## config.mk

```make
export PLATFORM = sky130hd
export DESIGN_NAME = mdcf_mac
export DESIGN_NICKNAME = d
export VERILOG_FILES = /design/src/rtl/core/mdcf_pkg.sv /design/src/rtl/core/mdcf_mac.sv
export SDC_FILE = /design/constraint.sdc
export NUM_CORES = 2
export LEC_CHECK = 0
export BUFFER_PORTS_ARGS = -buffer_cell sky130_fd_sc_hd__buf_2
export CAP_MARGIN = 20
export CORE_AREA = 2 2 244 246
export CTS_CLUSTER_SIZE = 24
export DETAILED_ROUTE_END_ITERATION = 16
export DIE_AREA = 0 0 246 248
export HOLD_SLACK_MARGIN = 0.05
export SETUP_SLACK_MARGIN = 0.4
export SLEW_MARGIN = 20
export SYNTH_ARGS = -nofsm -noshare
export SYNTH_HDL_FRONTEND = slang
export SYNTH_SLANG_ARGS = --single-unit
```

## constraint.sdc

```tcl
create_clock -name clk -period 15.3 [get_ports clk]
set_input_delay 3.06 -clock clk [delete_from_list [all_inputs] [get_ports clk]]
set_output_delay 3.06 -clock clk [all_outputs]
set_load 0.01 [all_outputs]
```

## src/rtl/core/mdcf_pkg.sv

```systemverilog
// Shared constants, register codes and types for the modulated delay chorus/flanger.
package mdcf_pkg;

  localparam int MAX_DELAY_ENTRIES = 2048;
  localparam int SAMPLE_BITS       = 16;

  localparam int GAIN_W   = 16;
  localparam int DELAY_W  = 11;
  localparam int PHASE_W  = 32;
  localparam int CFG_IDX_W  = 3;
  localparam int CFG_DATA_W = 32;
  localparam int MUL_A_W  = 34;

  typedef enum logic [CFG_IDX_W-1:0] {
    REG_DEPTH         = 3'd0,
    REG_EXCURSION     = 3'd1,
    REG_FEEDBACK_GAIN = 3'd2,
    REG_DELAY_SAMPLES = 3'd3,
    REG_LFO_STEP      = 3'd4
  } mdcf_reg_t;

  localparam logic [GAIN_W-1:0]  DEPTH_RESET     = 16'd16384;
  localparam logic [GAIN_W-1:0]  EXCURSION_RESET = 16'd16384;
  localparam logic [GAIN_W-1:0]  FEEDBACK_RESET  = 16'd0;
  localparam logic [DELAY_W-1:0] DELAY_RESET     = 11'd960;
  localparam logic [PHASE_W-1:0] LFO_STEP_RESET  = 32'd89478;

  typedef struct packed {
    logic en;
    logic accum;
  } mdcf_mac_ctl_t;

endpackage

```

## src/rtl/core/mdcf_mac.sv

```systemverilog
// Shared signed multiply-accumulate unit with a registered accumulator.
module mdcf_mac #(
  parameter int A_W = mdcf_pkg::MUL_A_W,
  parameter int B_W = 18
) (
  input  logic                        clk,
  input  mdcf_pkg::mdcf_mac_ctl_t     ctl,
  input  logic signed [A_W-1:0]       a,
  input  logic signed [B_W-1:0]       b,
  output logic signed [A_W+B_W-1:0]   acc_r
);

  logic signed [A_W+B_W-1:0] prod;
  logic signed [A_W+B_W-1:0] acc_nxt;

  always_comb begin
    prod    = a * b;
    acc_nxt = ctl.accum ? acc_r + prod : prod;
  end

  always_ff @(posedge clk) begin
    if (ctl.en) begin
      acc_r <= acc_nxt;
    end
  end

endmodule

```

==> flow_summary_export.csv <==
group,metric,value,unit
finish,drive_above_1_share,5.999,%
clock_network,clk_pin_slew_worst_paths,0.08,ns
logic_synthesis,synth_top_area_cell,"fa_1",
setup_path,crit_arrival,11.89,ns
run,maxCapViolCount,0,
logic_synthesis,synth-edff-count,52,
setup_path,cp_max_fo,34,
setup_path,crit_top_cell,"fa_1",
logic_synthesis,synth_flop_cell,"edfxtp_1",
clock_network,htreeDepth,2,
placement,place.port_buffers,106,
route,dr.pass1.iters,7,
clock_network,cts_buffers,5,
logic_synthesis,netlist.area_leader.share,44.91,%
floorplan,dieArea,61010,um^2
clock_network,cts_sinks,52,
timing,finalSetupTns,0,ns
floorplan,coreArea,58460,um^2
logic_synthesis,synth_cell_types,73,
timing,finalHoldViolCount,0,
route,drt_iter0_drc,1156,
timing,post-route-min-period,11.84,ns
global_routing,grt_max_degree,53,
setup_path,endpoint_kind,"flop",
logic_synthesis,synthCells,2952,
route,route.detailed.drc,0,
finish,top_regs,"acc_r x52",
timing,max_freq,84.46,MHz
floorplan,ios,107,
clock_network,post-cts-setup-buffers,0,
clock_network,post_cts_resized,0,
logic_synthesis,synthArstFlopShare,0,%
clock_network,tritoncts,"yes",
route,vias,19640,
global_routing,grt_use_total,24.15,%
global_routing,grt_overflow_total,0,
finish,fin_nets,3754,
placement,placed_cells,3699,
route,via_per_inst,5.299,
timing,worst_slew_pin_slew,0.9768,ns
setup_path,cpPeakStageDelay,0.68,ns
logic_synthesis,synth-seq-area-share,5.978,%
finish,diodes,0,
logic_synthesis,avgSynthCellArea,8.848,um^2
timing,fin_worst_skew,0.008130,ns
global_routing,grt_pass1_wl,115900,um
setup_path,required,15.35,ns
setup_path,worstSetupPathType,"in -> reg",
timing,slew_violations,0,
hold_path,hold_class,"reg -> reg",
outcome,status,"complete, no violations",
clock_network,cts-root-buf,"clkbuf_16",
setup_path,crit_slowest_cell,"buf_2",
logic_synthesis,syn_area,26120,um^2
finish,final_area,27270,um^2
clock_network,ctsHoldBuffers,0,
placement,dp_hpwl,56300,um
logic_synthesis,ys_ff_latch,52,
global_routing,grt_pass1_vias,21470,
global_routing,antenna_found_initial,2,
placement,gp_congestion,0.9131,
floorplan,die_h,248,um
finish,regMostFlops,"acc_r",
finish,area_delta_synth_final,4.417,%
floorplan,initial_core_util,44.68,%
finish,largest_register_ffs,52,
placement,place_area,27120,um^2
timing,slew-limit-headroom,34.88,%
timing,setup_viol,0,
logic_synthesis,syn-num-nets,3773,
logic_synthesis,synth_warnings,0,
clock_network,clock_latency,0.30,ns
timing,fin_crit_sh,77.38,%
finish,layoutNonFillerInstCount,3707,
timing,rsz0062_at_grt,"false",
floorplan,rows,89,
floorplan,die_width,246,um
logic_synthesis,synth_area_leaders,"fa_1 (45%), inv_1 (9.8%), ha_1 (8.6%), nand2_1 (6.5%), edfxtp_1 (6.0%)",
route,wl,69600,um
route,avgRoutedWirePerCell,18.77,um
clock_network,clockBufferDepth,2,
route,postRouteAntennaNets,0,
setup_path,cp-start-kind,"input port",
worst paths after layout:
path | from | endpoint | slack (ns) | depth (start not counted)
setup / recovery | b[10] | acc_r[51] | 3.46 | 33
hold / removal | acc_r[0] | acc_r[0] | 0.76 | 2
setup reg to reg | acc_r[0] | acc_r[50] | 11.38 | 12
hold reg to reg | acc_r[0] | acc_r[0] | 0.76 | 2
cells in the mapped netlist, drive strengths merged, types with 4 or more instances:
library cell	instances
xnor2	67
fa	586
a221oi	5
nor2b	7
and2	215
buf	5
a21o	64
a211oi	6
o21ai	74
clkbuf	132
inv	680
o221ai	4
nor2	73
a21oi	108
o21bai	15
ha	180
a211o	4
and3	15
xor2	33
edfxtp	52
a311oi	6
nor3	8
nand2b	18
nand3	18
o211ai	11
nand4	21
mux2	30
o21a	13
nand2	450
a31oi	12
cell families after synthesis:
family                     synth area share (%)
xor gates and xnor gates                  3.439
DFF                                       5.978
muxes                                     1.346
AOI/OAI and AO/OA                         8.833
and+or+nand+nor                           15.05
buffers and inverters                     11.82
adders and majority gates                 53.54
stage by stage:
stage               setup WS [ns]  utilization (%)  hold slack [ns]
floorplan                   4.576                -           0.7450
global placement            3.261            46.40           0.7478
detailed placement          3.208            46.40           0.7557
CTS                         3.518            46.65           0.7760
global route                2.909            46.65           0.7950
finish                      3.460            46.65           0.7559
worst max-delay path: cells and delay by family:
| kind | cells | cell delay, ns |
|---|---|---|
| buffers and inverters | 6 | 0.95 |
| and+or+nand+nor | 8 | 1.07 |
| AOI/OAI and AO/OA | 8 | 2.29 |
| xor gates and xnor gates | 2 | 0.45 |
| muxes | 1 | 0.23 |
| adders and majority gates | 8 | 3.75 |
layer usage:
| layer | up-vias | global-route usage [%] | wire (um) | share of wire (%) |
|---|---|---|---|---|
| li1 | 8844 | - | - | - |
| met1 | 10160 | 33.71 | 30620 | 44 |
| met2 | 556 | 39.99 | 33010 | 47 |
| met3 | 81 | 4.033 | 4700 | 6.8 |
| met4 | 2 | 4.349 | 1257 | 1.8 |
| met5 | - | 0 | 7 | 0.010 |
final cells by class:
class / instances / area (um^2)
repair buffers: 111 / 568.0
inverters: 681 / 2556
clock buffers: 5 / 125.1
multi-input cells: 2082 / 21470
flip-flops and latches: 52 / 1562
fillers: 5715 / 31190
well taps: 773 / 967.2
clock inverters: 3 / 23.77
cell usage in the layout (no fill, tap or decap), types with 12 or more instances in the layout:
master,synthesis,routed
edfxtp_1,52,52
o21ai_1,18,18
o21bai_1,13,13
a21oi_1,102,102
a31oi_1,12,12
fa_1,586,586
ha_1,180,180
xor2_1,33,33
o21ai_0,53,53
o21a_1,13,13
and3_1,14,14
inv_1,680,680
nand3_1,18,18
a21o_1,64,64
nand2_1,450,450
buf_2,1,106
nor2_1,73,73
and2_1,215,215
mux2_2,29,29
nand4_1,21,21
xnor2_1,67,67
nand2b_1,18,18
Power is left out: the tool's default activity adds up to more than one toggle a clock period on the data nets, which glitch-free logic cannot reach.
